File: src/rtl/ihs_pkg.sv
// Package for the index header sorter: widths, status codes and item types.
// Used by every module of the block but ihs_ram; no dependencies.
`default_nettype none
package ihs_pkg;
  localparam int Entries = 1024;
  localparam int AddrW = $clog2(Entries);
  localparam int CntW = AddrW + 1;
  localparam int OffW = 48;
  localparam logic [31:0] MagicReset = 32'h11ef55aa;
  localparam logic [OffW-1:0] OffsetMax = {OffW{1'b1}};

  typedef enum logic [2:0] {
    ST_STORED = 3'd0, ST_SKIPPED = 3'd1, ST_BAD_MAGIC = 3'd2, ST_RANGE = 3'd3,
    ST_FULL = 3'd4, ST_ENTRY = 3'd5, ST_EMPTY = 3'd6
  } status_t;

  typedef struct packed {
    logic        action;
    logic [31:0] magic;
    logic [31:0] user_key;
    logic [31:0] hash_count;
    logic [31:0] list_count;
  } in_item_t;

  typedef struct packed {
    logic [25:0] key;
    logic [23:0] hc;
    logic [25:0] lc;
    logic [OffW-1:0] off;
  } entry_t;

  // Classified work handed from the front to the back.
  typedef enum logic [1:0] {
    OP_STATUS = 2'd0, OP_INSERT = 2'd1, OP_READ = 2'd2
  } op_t;

  typedef struct packed {
    op_t     op;
    status_t status;
    entry_t  entry;
  } cmd_t;

  typedef struct packed {
    status_t     status;
    logic [25:0] entry_key;
    logic [23:0] entry_hash_count;
    logic [25:0] entry_list_count;
    logic [OffW-1:0] entry_offset;
    logic        last;
  } out_item_t;

  localparam int EntW = $bits(entry_t);
  localparam int CmdW = $bits(cmd_t);
endpackage
`default_nettype wire

File: src/rtl/ihs_queue.sv
// Two-entry command queue between the front and back ends.
// Depends on ihs_pkg.
`default_nettype none
module ihs_queue (
  input  wire logic           clk,
  input  wire logic           rst_n,
  input  wire logic           w_valid,
  output logic                w_ready,
  input  wire ihs_pkg::cmd_t  w_data,
  output logic                r_valid,
  input  wire logic           r_ready,
  output ihs_pkg::cmd_t       r_data
);
  import ihs_pkg::*;

  cmd_t       slot_r [2];
  logic       wp_r, rp_r;
  logic [1:0] cnt_r;
  logic       push, pop;

  assign w_ready = (cnt_r != 2'd2);
  assign r_valid = (cnt_r != 2'd0);
  assign r_data  = slot_r[rp_r];
  assign push    = w_valid && w_ready;
  assign pop     = r_valid && r_ready;

  // Payload slots.
  always_ff @(posedge clk) begin
    if (push) begin
      slot_r[wp_r] <= w_data;
    end
  end

  // Pointers and fill level.
  always_ff @(posedge clk) begin
    if (!rst_n) begin
      wp_r <= 1'b0;
      rp_r <= 1'b0;
      cnt_r <= 2'd0;
    end else begin
      if (push) wp_r <= ~wp_r;
      if (pop) rp_r <= ~rp_r;
      cnt_r <= cnt_r + {1'b0, push} - {1'b0, pop};
    end
  end
endmodule
`default_nettype wire

File: config.mk
export PLATFORM = sky130hd
export DESIGN_NAME = ihs_queue
export DESIGN_NICKNAME = d
export VERILOG_FILES = /design/src/rtl/ihs_pkg.sv /design/src/rtl/ihs_queue.sv
export SDC_FILE = /design/constraint.sdc
export NUM_CORES = 1
export LEC_CHECK = 0
export BUFFER_PORTS_ARGS = -buffer_cell sky130_fd_sc_hd__buf_2
export CAP_MARGIN = 20
export CORE_MARGIN = 4
export CORE_UTILIZATION = 30
export CTS_CLUSTER_DIAMETER = 150
export DETAILED_ROUTE_END_ITERATION = 10
export SYNTH_ARGS = -nofsm -noshare
export SYNTH_HDL_FRONTEND = slang
export SYNTH_SLANG_ARGS = --single-unit
File: constraint.sdc
create_clock -name clk -period 7.8 [get_ports clk]
set_input_delay 0.78 -clock clk [delete_from_list [all_inputs] [get_ports clk]]
set_output_delay 0.78 -clock clk [all_outputs]
set_load 0.05 [all_outputs]
==> impl.org <==
** Outcome
- Run status :: complete, no violations

** Floorplanning
- For this design the top-level I/O count stands at 264.
- After floorplanning, the core was sized to cover 31600 µm².
- Row generation in the floorplan step produced 65 rows.
- Die area :: 34900 µm²
- Initial core utilization :: 30.4%
- Die Wd :: 187 µm
- Vertical extent of the die :: 187 µm

** CTS
- The root buffer cell chosen for the clock tree is sky130_fd_sc_hd__clkbuf_16.
- Clock tree synthesis found a total of 263 sinks.
- Counting the buffers created by CTS gives 29.
- Later-pin clock latency in the skew report :: 0.53 ns
- Total setup buffers inserted after CTS :: 0
- In this run, post-CTS hold repair placed 0 buffers.
- Post-cts repair resize count :: 0
- The clock passes through at most 3 buffers.
- CTS built an H-tree with a depth of 1.
- Clock transition at the registers of the reported paths :: 0.06 ns
- TritonCTS built the clock tree.

** Route
- Dividing the detail-routed wire length by the instance count gives 17.1 µm.
- Once detail routing completed, the nets flagged for antenna violations numbered 0.
- The routed design has 19.4 mm of wire.
- Initial DRT Pass Iterations :: 4
- Using the TritonRoute via totals, the vias-per-cell ratio works out to 4.28.
- DRC :: 0
- For this block, the via count after detailed routing is 4855.
- Number of violations reported at the end of detailed-routing iteration 0 :: 173

** Global routing
- The first global-routing pass estimated 29.9 mm of wire.
- Antenna violations before repair :: 3
- Entering global routing, the biggest net connects 71 pins.
- Remaining global-route overflow :: 0
- Global routing consumed, over all layers together, 10.7% of the routing resources.
- The number of global-route vias before repair was 5176.

** Worst setup path
- Worst reg2reg endpoint :: slot_r[1][92]
- The critical path is of the reg2out type.
- End of the critical path :: r_data[30]
- STA classifies the critical path endpoint as an output port.
- For the worst flop-to-flop path, the logic depth is 3.
- Crit path DAT :: 3.03 ns
- Highest net fanout along the worst path :: 70
- Setup slack on the worst flop-to-flop path :: 5.15 ns
- Critical Path Start Type :: register
- At the worst endpoint, the required time is 7.02 ns.
- The worst register-to-register path begins at cnt_r[0].

** Timing
- Final critical path time including I/O delays and setup :: 3.81 ns
- Of the available clock period, the critical path in the final layout requires 48.9%.
- Fmax :: 0.262 GHz
- The worst pin sits at a relative slew slack of 34.3%.
- Setup violations, final :: 0
- Endpoints failing hold :: 0
- Setup repair after global routing left no endpoint under its margin.
- Setup total negative slack on the finished layout was measured at 0 ns.
- Post-Route Skew :: 0.00481 ns
- Fin. max-slew vios :: 0
- Worst-Margin Slew :: 0.985 ns

** Layout
- Once layout is complete, the cells apart from fillers number 1135.
- The filler cells instantiated in the layout total 2940.
- After the last flow step, the layout net total stands at 844.
- Fraction of final layout cells sized beyond drive strength 1 :: 60.2%
- Relative to the synthesized area, the layout overhead comes to 26.9%.
- Registers take 7850 µm².
- Summing all multi-input logic gate instances after layout gives 1600 µm².

** Run
- Across the run, the number of max-cap violations was 0.

** Hold path
- The worst hold path belongs to the class in2reg.

** Synthesis
- Dividing the synthesized area by the synthesized cell count gives 22.6 µm².
- Sequential element share of the synthesized area :: 81.9%
- Yosys mapped the design onto 17 distinct sky130hd cell types.
- Netlist area before placement :: 9590 µm²
- Number of nets produced by synthesis :: 560
- In this run, synthesis produced a sequential element count of 263.
- During synthesis, Yosys emitted a total of 0 warnings.
- Number of cells produced by synthesis :: 425

** Power and ir drop
- Power density over the cells :: 372 nW/µm²
- Reported leakage power :: 4.46 nW
- Highest ir drop seen on vdd :: 0.000257 V

** Placement
- Number of port buffers :: 263
- Detailed placement finished with a half-perimeter wire length of 12.7 mm.
- The congestion estimate from routability-driven global placement came to 0.677.
- Number of instances in the placed design :: 1080
[cell usage after synthesis]
| cell | number | area [µm²] |
|---|---|---|
| sky130_fd_sc_hd__ha_1 | 2 | 25.0 |
| sky130_fd_sc_hd__nand2_1 | 2 | 7.51 |
| sky130_fd_sc_hd__nor2_1 | 1 | 3.75 |
| sky130_fd_sc_hd__buf_2 | 1 | 5.00 |
| sky130_fd_sc_hd__nand2b_1 | 2 | 12.5 |
| sky130_fd_sc_hd__inv_1 | 1 | 3.75 |
| sky130_fd_sc_hd__and2_1 | 2 | 12.5 |
| sky130_fd_sc_hd__dfxtp_1 | 5 | 100 |
| sky130_fd_sc_hd__or2_2 | 1 | 6.26 |
| sky130_fd_sc_hd__buf_6 | 13 | 146 |
| sky130_fd_sc_hd__edfxtp_1 | 258 | 7750 |
| sky130_fd_sc_hd__mux2i_1 | 1 | 10.0 |
| sky130_fd_sc_hd__nor2b_1 | 2 | 12.5 |
| sky130_fd_sc_hd__xnor2_1 | 3 | 26.3 |
| sky130_fd_sc_hd__and3_1 | 1 | 6.26 |
| sky130_fd_sc_hd__o21a_1 | 1 | 7.51 |
| sky130_fd_sc_hd__mux2_2 | 129 | 1450 |
[worst min-delay path by stage]
stage	from	to	slack, ns	cells after the start
4_1_cts	w_data[93]	slot_r[0][93]	0.40	1
3_3_place_gp	wp_r	wp_r	0.51	2
5_1_grt	w_data[116]	slot_r[0][116]	0.40	1
2_1_floorplan	wp_r	wp_r	0.45	2
3_5_place_dp	wp_r	wp_r	0.52	2
6_report	w_data[57]	slot_r[0][57]	0.43	1
[where the power goes]
group | switching [mW] | internal [mW] | leakage (nW)
Clock | 0.528 | 0.685 | 0.415
Sequential | 0.0799 | 1.78 | 2.45
Combinational | 1.06 | 0.394 | 1.59
Total | 1.67 | 2.86 | 4.46
[logic make-up (layout without fill, tap and decap cells)]
kind of cell | count (synthesis) | after routing | share of synthesized area (%)
xor+xnor | 3 | 3 | 0.274
fa+ha+maj | 2 | 2 | 0.261
buf+inv | 15 | 321 | 1.62
other cells | 0 | 2 | 0
flops | 263 | 263 | 81.9
simple gates | 11 | 11 | 0.640
mux | 130 | 130 | 15.3
compound gates | 1 | 1 | 0.0783
[placed cells by master (no fill, tap or decap), types with 2 or more instances in the layout]
cell and count:
sky130_fd_sc_hd__and2_1 2, sky130_fd_sc_hd__buf_2 263, sky130_fd_sc_hd__buf_4 4, sky130_fd_sc_hd__clkbuf_1 6
sky130_fd_sc_hd__clkbuf_16 29, sky130_fd_sc_hd__clkinv_1 7, sky130_fd_sc_hd__clkinv_2 5, sky130_fd_sc_hd__clkinv_4 2
sky130_fd_sc_hd__clkinvlp_4 2, sky130_fd_sc_hd__dfxtp_1 4, sky130_fd_sc_hd__diode_2 2, sky130_fd_sc_hd__edfxtp_1 258
sky130_fd_sc_hd__ha_1 2, sky130_fd_sc_hd__mux2_2 129, sky130_fd_sc_hd__nand2_1 2, sky130_fd_sc_hd__nand2b_1 2
sky130_fd_sc_hd__nor2b_1 2, sky130_fd_sc_hd__xnor2_1 3
[flip-flops by register name, indices dropped and copies added (netlist names), named ones only]
signal / cells
slot_r: 258
cnt_r: 2
rp_r: 1
wp_r: 1
[critical path, cell delays in order (launching register included)]
cell	delay, ns
sky130_fd_sc_hd__dfxtp_4	0.88
sky130_fd_sc_hd__buf_4	0.82
sky130_fd_sc_hd__mux2_2	0.43
sky130_fd_sc_hd__buf_2	0.21
[metal layers]
layer  share of wire (%)  global-route usage, %  vias to the layer above
li1                    -                      -                     2270
met1                  42                   13.9                     2373
met2                  47                   17.1                      178
met3                 8.1                   3.82                       32
met4                 2.9                   3.19                        2
met5               0.067                      0                        -
[layout make-up]
class / count / area share, %
Antenna cell: 2 / 0.0412
Clock inverter: 18 / 0.895
Inverter: 1 / 0.0309
Multi-Input combinational cell: 147 / 13.1
Clock buffer: 35 / 6.15
Timing Repair Buffer: 267 / 11.1
Sequential cell: 263 / 64.6
Tap cell: 402 / 4.14
[stage by stage]
stage	instance area (µm²)	setup WS, ns	total power, mW	hold slack, ns	util [%]
3_3_place_gp	11300	4.49	3.36	0.509	35.8
2_1_floorplan	9590	0.790	3.08	0.455	-
6_report	12200	3.99	4.53	0.434	38.5
4_1_cts	12200	3.90	4.61	0.396	38.5
5_1_grt	12200	3.82	4.74	0.402	38.5
3_5_place_dp	11300	4.50	3.37	0.525	35.8
Power figures use the tool's default switching activity.
