<file path="config.mk">
export PLATFORM = sky130hd
export DESIGN_NAME = ihs_front
export DESIGN_NICKNAME = d
export VERILOG_FILES = /design/src/rtl/ihs_pkg.sv /design/src/rtl/ihs_front.sv
export SDC_FILE = /design/constraint.sdc
export NUM_CORES = 1
export LEC_CHECK = 0
export BUFFER_PORTS_ARGS = -buffer_cell sky130_fd_sc_hd__buf_2
export CORE_MARGIN = 1
export CORE_UTILIZATION = 29
export CTS_BUF_LIST = sky130_fd_sc_hd__clkbuf_2 sky130_fd_sc_hd__clkbuf_4 sky130_fd_sc_hd__clkbuf_8
export DETAILED_ROUTE_END_ITERATION = 10
export GPL_TIMING_DRIVEN = 0
export SYNTH_ARGS = -nofsm -noshare
export SYNTH_HDL_FRONTEND = slang
export SYNTH_SLANG_ARGS = --single-unit
</file>
<file path="constraint.sdc">
create_clock -name clk -period 12.5 [get_ports clk]
set_input_delay 0.625 -clock clk [delete_from_list [all_inputs] [get_ports clk]]
set_output_delay 0.625 -clock clk [all_outputs]
set_load 0.005 [all_outputs]
</file>
<file path="src/rtl/ihs_pkg.sv">
// Package for the index header sorter: widths, status codes and item types.
// Used by every module of the block but ihs_ram; no dependencies.
`default_nettype none
package ihs_pkg;
  localparam int Entries = 1024;
  localparam int AddrW = $clog2(Entries);
  localparam int CntW = AddrW + 1;
  localparam int OffW = 48;
  localparam logic [31:0] MagicReset = 32'h11ef55aa;
  localparam logic [OffW-1:0] OffsetMax = {OffW{1'b1}};

  typedef enum logic [2:0] {
    ST_STORED = 3'd0, ST_SKIPPED = 3'd1, ST_BAD_MAGIC = 3'd2, ST_RANGE = 3'd3,
    ST_FULL = 3'd4, ST_ENTRY = 3'd5, ST_EMPTY = 3'd6
  } status_t;

  typedef struct packed {
    logic        action;
    logic [31:0] magic;
    logic [31:0] user_key;
    logic [31:0] hash_count;
    logic [31:0] list_count;
  } in_item_t;

  typedef struct packed {
    logic [25:0] key;
    logic [23:0] hc;
    logic [25:0] lc;
    logic [OffW-1:0] off;
  } entry_t;

  // Classified work handed from the front to the back.
  typedef enum logic [1:0] {
    OP_STATUS = 2'd0, OP_INSERT = 2'd1, OP_READ = 2'd2
  } op_t;

  typedef struct packed {
    op_t     op;
    status_t status;
    entry_t  entry;
  } cmd_t;

  typedef struct packed {
    status_t     status;
    logic [25:0] entry_key;
    logic [23:0] entry_hash_count;
    logic [25:0] entry_list_count;
    logic [OffW-1:0] entry_offset;
    logic        last;
  } out_item_t;

  localparam int EntW = $bits(entry_t);
  localparam int CmdW = $bits(cmd_t);
endpackage
`default_nettype wire

</file>
<file path="src/rtl/ihs_front.sv">
// Front end: checks headers, keeps the running offset, issues commands.
// Depends on ihs_pkg.
`default_nettype none
module ihs_front (
  input  wire logic           clk,
  input  wire logic           rst_n,
  input  wire logic [31:0]    magic_word,
  input  wire logic           in_valid,
  output logic                in_ready,
  input  wire ihs_pkg::in_item_t in_data,
  output logic                cmd_valid,
  input  wire logic           cmd_ready,
  output ihs_pkg::cmd_t       cmd_data
);
  import ihs_pkg::*;

  logic [OffW-1:0] run_off_r, run_off_nxt;
  logic [OffW:0]   after_sum, body_sum;
  logic [OffW-1:0] after_hdr;
  logic [31:0]     body;
  logic            range_bad, key_skip, hdr_ok;
  cmd_t            cmd;

  assign in_ready  = cmd_ready;
  assign cmd_valid = in_valid;
  assign cmd_data  = cmd;

  // Header checks and the saturating offset arithmetic.
  always_comb begin
    range_bad = (in_data.user_key[31]) || (in_data.hash_count[31:24] != '0)
             || (in_data.list_count[31:26] != '0);
    key_skip  = (in_data.user_key == '0) || (in_data.user_key[30:26] != '0);
    after_sum = {1'b0, run_off_r} + (OffW+1)'(32);
    after_hdr = after_sum[OffW] ? OffsetMax : after_sum[OffW-1:0];
    body      = {4'd0, in_data.hash_count[23:0], 4'd0}
              + {4'd0, in_data.list_count[25:0], 2'd0};
    body_sum  = {1'b0, after_hdr} + (OffW+1)'(body);
    hdr_ok    = 1'b0;
    cmd       = '0;
    cmd.entry.key = in_data.user_key[25:0];
    cmd.entry.hc  = in_data.hash_count[23:0];
    cmd.entry.lc  = in_data.list_count[25:0];
    cmd.entry.off = after_hdr;
    if (in_data.action) begin
      cmd.op = OP_READ;
    end else if (in_data.magic != magic_word) begin
      cmd.op = OP_STATUS;
      cmd.status = ST_BAD_MAGIC;
    end else if (range_bad) begin
      cmd.op = OP_STATUS;
      cmd.status = ST_RANGE;
    end else begin
      hdr_ok = 1'b1;
      if (key_skip) begin
        cmd.op = OP_STATUS;
        cmd.status = ST_SKIPPED;
      end else begin
        cmd.op = OP_INSERT;
      end
    end
    run_off_nxt = run_off_r;
    if (hdr_ok) begin
      run_off_nxt = body_sum[OffW] ? OffsetMax : body_sum[OffW-1:0];
    end
  end

  // The offset moves when a good header transfers.
  always_ff @(posedge clk) begin
    if (!rst_n) begin
      run_off_r <= '0;
    end else if (in_valid && in_ready) begin
      run_off_r <= run_off_nxt;
    end
  end
endmodule
`default_nettype wire

</file>
==> results of run 1 <==
## cells in the final DEF, fill, tap and decap left out, types with 7 or more instances in the layout
| cell type | instances |
|---|---|
| buf_2 | 299 |
| buf_4 | 80 |
| o21ai_0 | 69 |
| nand2_1 | 63 |
| xor2_1 | 59 |
| dfxtp_1 | 48 |
| a31oi_1 | 38 |
| nor2_1 | 37 |
| xnor2_1 | 34 |
| nand4_1 | 31 |
| nand3_1 | 30 |
| ha_1 | 29 |
| a21oi_1 | 27 |
| fa_1 | 25 |
| clkbuf_1 | 24 |
| nor4_1 | 24 |
| inv_1 | 20 |
| nor3_1 | 20 |
| a21o_1 | 18 |
| and3_1 | 12 |
| nand2b_1 | 11 |
| a21oi_2 | 10 |
| and4_1 | 8 |
| or3_1 | 7 |
## through the flow
stage / hold WS, ns / total power (W) / util (%)
after floorplan: 0.432 / 0.000266 / -
after global placement: 0.443 / 0.000338 / 38.4
after detailed placement: 0.450 / 0.000338 / 38.4
after CTS: 0.472 / 0.000474 / 39.0
after global routing: 0.503 / 0.000499 / 39.0
final: 0.467 / 0.000472 / 39.0
## cell usage after synthesis (4+ instances only)
cell type and n:
mux2_2 4, nand3_1 30, a21o_1 18, and3_1 12
and4_1 8, o211ai_1 5, dfxtp_1 48, buf_4 80
fa_1 25, o21a_1 5, nand4_1 31, nand2b_1 11
a211oi_1 4, nor3_1 20, a21oi_2 10, and2_1 6
o21bai_1 4, buf_2 6, nor2_1 37, ha_1 29
clkbuf_1 24, nor3b_1 5, xor2_1 59, o21ai_0 69
or2_2 5, xnor2_1 34, nand2_1 63, inv_1 20
nor4_1 24, or3_1 7, a31oi_1 38, a21oi_1 27
## kinds of logic (layout without fill, tap and decap cells)
kind of cell	after synthesis	count (layout)	share of synthesized area [%]
other cells	1	2	0.0589
xor+xnor	93	93	12.8
simple gates	277	277	23.6
fa+ha+maj	54	54	13.6
flops	48	48	15.1
mux	5	5	0.865
compound gates	209	209	21.1
buf+inv	133	433	12.9
## layout make-up
class / count / area share, %
buffer: 113 / 8.99
multi-input combinational: 639 / 55.2
clock inverter: 2 / 0.723
timing repair buffer: 293 / 17.7
inverter: 20 / 0.904
antenna: 1 / 0.0301
clock buffer: 5 / 0.829
tap: 275 / 4.14
sequential: 48 / 11.6
## layer usage
metal | wire, um | track usage, %
met2 | 9880 | 31.3
met1 | 12100 | 31.1
met5 | 0 | 0
met4 | 338 | 4.49
met3 | 1310 | 2.45
## worst max-delay path by stage
stage / from / end / slack (ns) / cells past startpoint
after floorplan: run_off_r[13] / run_off_r[47] / 7.39 / 19
after global placement: run_off_r[8] / run_off_r[47] / 5.71 / 18
after detailed placement: run_off_r[8] / run_off_r[47] / 5.70 / 18
after CTS: run_off_r[8] / run_off_r[47] / 5.66 / 18
after global routing: run_off_r[8] / run_off_r[47] / 5.03 / 18
final: run_off_r[8] / run_off_r[47] / 5.56 / 18
## critical path, delay by kind of cell, from the launching register on
kind | cells | cell delay (ns)
flip-flops | 1 | 0.44
AND/OR/NAND/NOR | 11 | 3.95
buffers and inverters | 3 | 1.05
AO/OA/AOI/OAI | 2 | 0.53
adder cells (fa/ha/maj) | 2 | 0.85
## power groups by stage
stage | Sequential (W) | Combinational (W) | Clock [W]
after floorplan | 0.000156 | 0.000109 | 0
after global placement | 0.000156 | 0.000182 | 0
after detailed placement | 0.000156 | 0.000182 | 0
after CTS | 0.000153 | 0.000183 | 0.000138
after global routing | 0.000153 | 0.000203 | 0.000143
final | 0.000153 | 0.000184 | 0.000135
==> results.toml, run 1 <==
[outcome]
status = "completed"

[route]
detail_route.wl_per_cell_um = 16.9
via_per_inst = 5.09
antenna_left = 0
first_iter_violations = 524
wl_um = 23600
vias = 7109
first_pass_iters = 6
drt_drc_violations_left = 0

[timing]
post-route-period-util_pct = 55.5
fmax_mhz = 144
finalSetupTns_ns = 0
worstMarginPinSlew_ns = 1.06
fin_skew_ns = 0.0150
rsz0062_at_grt = "false"
period_needed_ns = 6.94
maxSlewHeadroom_pct = 29.3
hold_viol_final = 0
setup_violations = 0
setup_slack_ns = 5.56
report.final.slew_viol_count = 0

[critical_path]
rr_worst_depth = 18
setup.worst_path.start_class = "register"
cp-end-kind = "register"
worst-path-max-fanout = 10
critical_path_class = "register to register"
rr_startpoint = "run_off_r[8]"
slowest_delay_ns = 0.88
rrSetupSlack_ns = 5.56
r2r-end = "run_off_r[47]"
crit_required_ns = 12.69
critPathSlowestCell = "nor3b_1"
worstPathArrival_ns = 7.13
worstPathCellList = "nand4_1 -> nor3_1 -> nand4_1 -> clkbuf_1 -> clkbuf_1 -> buf_1 -> nand2_1 -> fa_1 -> ha_1 -> and4_1 -> nand2_1 -> or3b_2 -> a31oi_1 -> o22ai_1 -> nor3b_1 -> nor3b_1 -> and4_1 -> nor3_1"

[final_layout]
regMostFlops = "run_off_r"
nNetsFinal = 1339
multi_input_area_mm2 = 0.00458
drive_gt1_share_pct = 37.5
fin_cells = 1396
nFillCells = 2266
ff_latch_area_um2 = 961
largest_register_ffs = 48
syn_to_final_growth_pct = 30.5
largestRegisters = "run_off_r x48"
fin_area_mm2 = 0.00831

[cts]
worstSkewPairLatency_ns = 0.31
h-tree-depth = 2
clock-sinks = 48
cts-root-buf = "clkbuf_8"
cts_buffers = 5
post-cts-setup-buffers = 0
clk_path_buf_depth = 2
cts_resized = 0
holdBufCountCts = 0
clkTransAtPathRegs_ns = 0.10
cts_tree = "done"

[die]
die_h_um = 150
initial_core_util_pct = 29.9
core_area_mm2 = 0.0213
die_w_um = 150
rows = 53
ios = 296
die-area_mm2 = 0.0225

[synth]
synth_top_area_share_pct = 15.1
synth_edf_count = 0
ys_warn_count = 0
synth_cell_type_count = 69
synthArstFlopShare_pct = 0
synth_flop_cell = "dfxtp_1"
synth_area_mm2 = 0.00636
synthTopCellsByArea = "dfxtp_1 15%, buf_4 9.4%, xor2_1 8.1%, fa_1 7.9%, ha_1 5.7%"
synth_area_leader_cell = "dfxtp_1"
ys_ff_latch = 48
syn_avg_cell_area_um2 = 7.76
synth_nets = 1039
synth_cells = 820
synth_seq_area_share_pct = 15.1

[placement]
placed_cell_area_mm2 = 0.00817
dp_cells = 1388
dp_hpwl_um = 20100
pre_cts_slack_ns = 5.70
gp_congestion = 0.908
place.port_buffers = 293

[global_route]
grt_max_degree = 15
grt_pass1_wl_um = 36400
grt_usage_pct = 20.7
overflow = 0
grt_pass1_vias = 6761
antenna_found_initial = 0

[power_and_ir_drop]
switching_share_pct = 31.8
power.net_switching_w = 0.000150
clkPwrFrac_pct = 28.6
p_leak_nw = 3.96
power_frac_comb_pct = 39.0
powerDensity_mw_per_mm2 = 56.8
ir_drop_mv = 0.0492
p_int_w = 0.000322
pwr-share-seq_pct = 32.4

[flow_run]
max_cap_violations = 0

[hold_path]
min-delay-start = "run_off_r[1]"
min_path_cells = 1
hold_path.class = "register to register"
whs_endpoint = "run_off_r[1]"
(Power assumes the default switching activity.)
==> inputs of run 2 (changes only) <==
Settings changed: ABC_AREA set to 1.
Clock period 12.5 ns to 5.9 ns, I/O delays scaled along.
==> run 2 against run 1 <==
Compared with the run above: sequential power rose by 110%; utilization fell by 1.2 points; non-clock buffer count fell by 12; cell area rose by 11%; global-route usage rose by 1.2 points; area after synthesis rose by 13%; clock skew fell by 0.0022 ns; flip-flop and latch count did not move; clock power rose by 100%; largest power group unchanged; wire length rose by 22%; fmax rose by 42%.
==> results.toml, run 2 <==
[route]
via_per_inst = 4.72
first_iter_violations = 496
detail_route.wl_per_cell_um = 16.0
vias = 8489
antenna_left = 0
first_pass_iters = 5
drt_drc_violations_left = 0
wl_um = 28700

[synth]
synth_area_leader_cell = "nand2_1"
synth_top_area_share_pct = 16.2
ys_ff_latch = 48
synthArstFlopShare_pct = 0
synth_flop_cell = "dfxtp_1"
synth_area_mm2 = 0.00721
synth_nets = 1388
ys_warn_count = 0
yosysMostFrequentCell = "nand2_1"
synthTopCellsByCount = "312 x nand2_1, 157 x nor2_1, 115 x inv_1"
synth_edf_count = 0
synthTopCellsByArea = "nand2_1 16%, dfxtp_1 13%, buf_4 8.3%, nor2_1 8.2%, fa_1 6.9%"
synth_cell_type_count = 39
syn_avg_cell_area_um2 = 6.17
synth_cells = 1169
synth_seq_area_share_pct = 13.3

[timing]
period_needed_ns = 4.90
hold_viol_final = 0
fmax_mhz = 204
fin_skew_ns = 0.0128
report.final.slew_viol_count = 0
post-route-period-util_pct = 83.0
setup_slack_ns = 1.00
maxSlewHeadroom_pct = 46.6
worstMarginPinSlew_ns = 0.801
finalSetupTns_ns = 0
rsz0062_at_grt = "false"
setup_violations = 0

[critical_path]
r2r-end = "run_off_r[45]"
worstPathCellList = "nand2_1 -> nor2_2 -> nand2_1 -> nor2_2 -> nand3_2 -> buf_6 -> buf_6 -> clkbuf_1 -> nand2_1 -> fa_1 -> ha_1 -> nand3_1 -> nand2_1 -> a21oi_1 -> o21ai_0 -> nand2_1 -> o211ai_1 -> inv_1 -> nor2_1 -> nand2_1 -> nand2_1 -> nand2_1 -> nor2_1 -> nor2_1"
worst-path-max-fanout = 10
rr_startpoint = "run_off_r[13]"
crit_required_ns = 6.12
worstPathArrival_ns = 5.12
cp-end-kind = "register"
critPathLaunch = "run_off_r[13]"
rrSetupSlack_ns = 1.00
critPathSlowestCell = "o21ai_0"
critical_path_class = "register to register"
crit_top_cell = "nand2_1"
rr_worst_depth = 24
setup.worst_path.start_class = "register"
slowest_delay_ns = 0.62

[global_route]
grt_usage_pct = 22.0
antenna_found_initial = 2
grt_max_degree = 16
grt_pass1_wl_um = 43700
grt_pass1_vias = 8083
overflow = 0

[die]
initial_core_util_pct = 29.6
core_area_mm2 = 0.0244
rows = 57
die_h_um = 160
ios = 296
die_w_um = 160
die-area_mm2 = 0.0255

[hold_path]
min_path_cells = 4
whs_endpoint = "run_off_r[2]"
hold_path.class = "input port to register"
min-delay-start = "in_data[0]"

[power_and_ir_drop]
ir_drop_mv = 0.0763
p_leak_nw = 4.62
powerDensity_mw_per_mm2 = 109

[final_layout]
nNetsFinal = 1689
syn_to_final_growth_pct = 27.8
largestRegisters = "run_off_r x48"
fin_util_pct = 37.8
regMostFlops = "run_off_r"
drive_gt1_share_pct = 30.4
final_common_cell = "nand2_1"
nFillCells = 2754
ff_latch_area_um2 = 961
largest_register_ffs = 48
multi_input_area_mm2 = 0.00509
final_cell_mix = "312 x nand2_1, 298 x buf_2, 157 x nor2_1"

[cts]
cts_tree = "done"
clkTransAtPathRegs_ns = 0.11
h-tree-depth = 2
cts-root-buf = "clkbuf_8"
cts_resized = 0
worstSkewPairLatency_ns = 0.33
holdBufCountCts = 0
clock-sinks = 48
post-cts-setup-buffers = 0
clk_path_buf_depth = 2
cts_buffers = 5

[placement]
dp_hpwl_um = 25000
gp_congestion = 0.958
place.port_buffers = 294
pre_cts_slack_ns = 1.06

[flow_run]
max_cap_violations = 0

[outcome]
status = "completed"
[run 2: cell types whose count changed after synthesis, sizes merged, moves of 39 or more]
cell,change
nor2,+134
xor2,-39
nand3,+59
inv,+99
nand2,+252
[run 2: logic make-up (layout without fill, tap and decap cells)]
group / count (synthesis) / count (layout) / synth area share, %
and+or+nand+nor: 631 / 631 / 39.1
other: 1 / 3 / 0.0520
buffers and inverters: 223 / 525 / 16.1
adders and majority gates: 54 / 54 / 12.0
xor gates and xnor gates: 69 / 69 / 8.38
AOI/OAI and AO/OA: 143 / 143 / 11.0
DFF: 48 / 48 / 13.3
[run 2: per-stage QoR]
step                      cells  instance area (um^2)  hold slack (ns)  power [W]
after CTS                  1795                  9210            0.338    0.00101
after floorplan            1169                  7210            0.455   0.000577
after global placement     1787                  9090            0.466   0.000735
final                      1797                  9220            0.331    0.00100
after detailed placement   1787                  9090            0.470   0.000738
after global routing       1797                  9220            0.385    0.00106
[run 2: area by class of cell]
type	instances	share of cell area [%]
Sequential cell	48	10.4
Clock buffer	6	0.896
Buffer	100	7.63
Multi-Input combinational cell	898	55.2
Clock inverter	2	0.421
Timing Repair Buffer	294	16.0
Antenna cell	2	0.0543
Inverter	123	5.01
Tap cell	324	4.40
[run 2: power breakdown]
group | total, W | internal [W] | switching, W | leakage [nW]
clock | 0.000273 | 0.000139 | 0.000133 | 0.0614
combinational | 0.000407 | 0.000191 | 0.000215 | 4.17
sequential | 0.000324 | 0.000324 | 0.00000000000000000276 | 0.386
[run 2: how the worst max path moves through the flow]
stage / to / cells after the start
6_report: run_off_r[45] / 24
5_1_grt: run_off_r[45] / 24
4_1_cts: run_off_r[37] / 24
3_5_place_dp: run_off_r[37] / 24
3_3_place_gp: run_off_r[37] / 24
2_1_floorplan: run_off_r[35] / 24
[run 2: critical path: cells and delay by family, from the launching register on]
kind	cells	cell delay, ns
fa+ha+maj	2	0.78
compound gates	3	1.07
simple gates	15	1.79
buf+inv	4	0.71
flops	1	0.41
[run 2: metal layers]
| metal | track usage, % | vias up | wire length, um |
|---|---|---|---|
| li1 | - | 4281 | - |
| met1 | 26.4 | 3855 | 12200 |
| met2 | 40.4 | 321 | 14100 |
| met3 | 2.31 | 32 | 1550 |
| met4 | 7.52 | 0 | 860 |
| met5 | 0 | - | 0 |
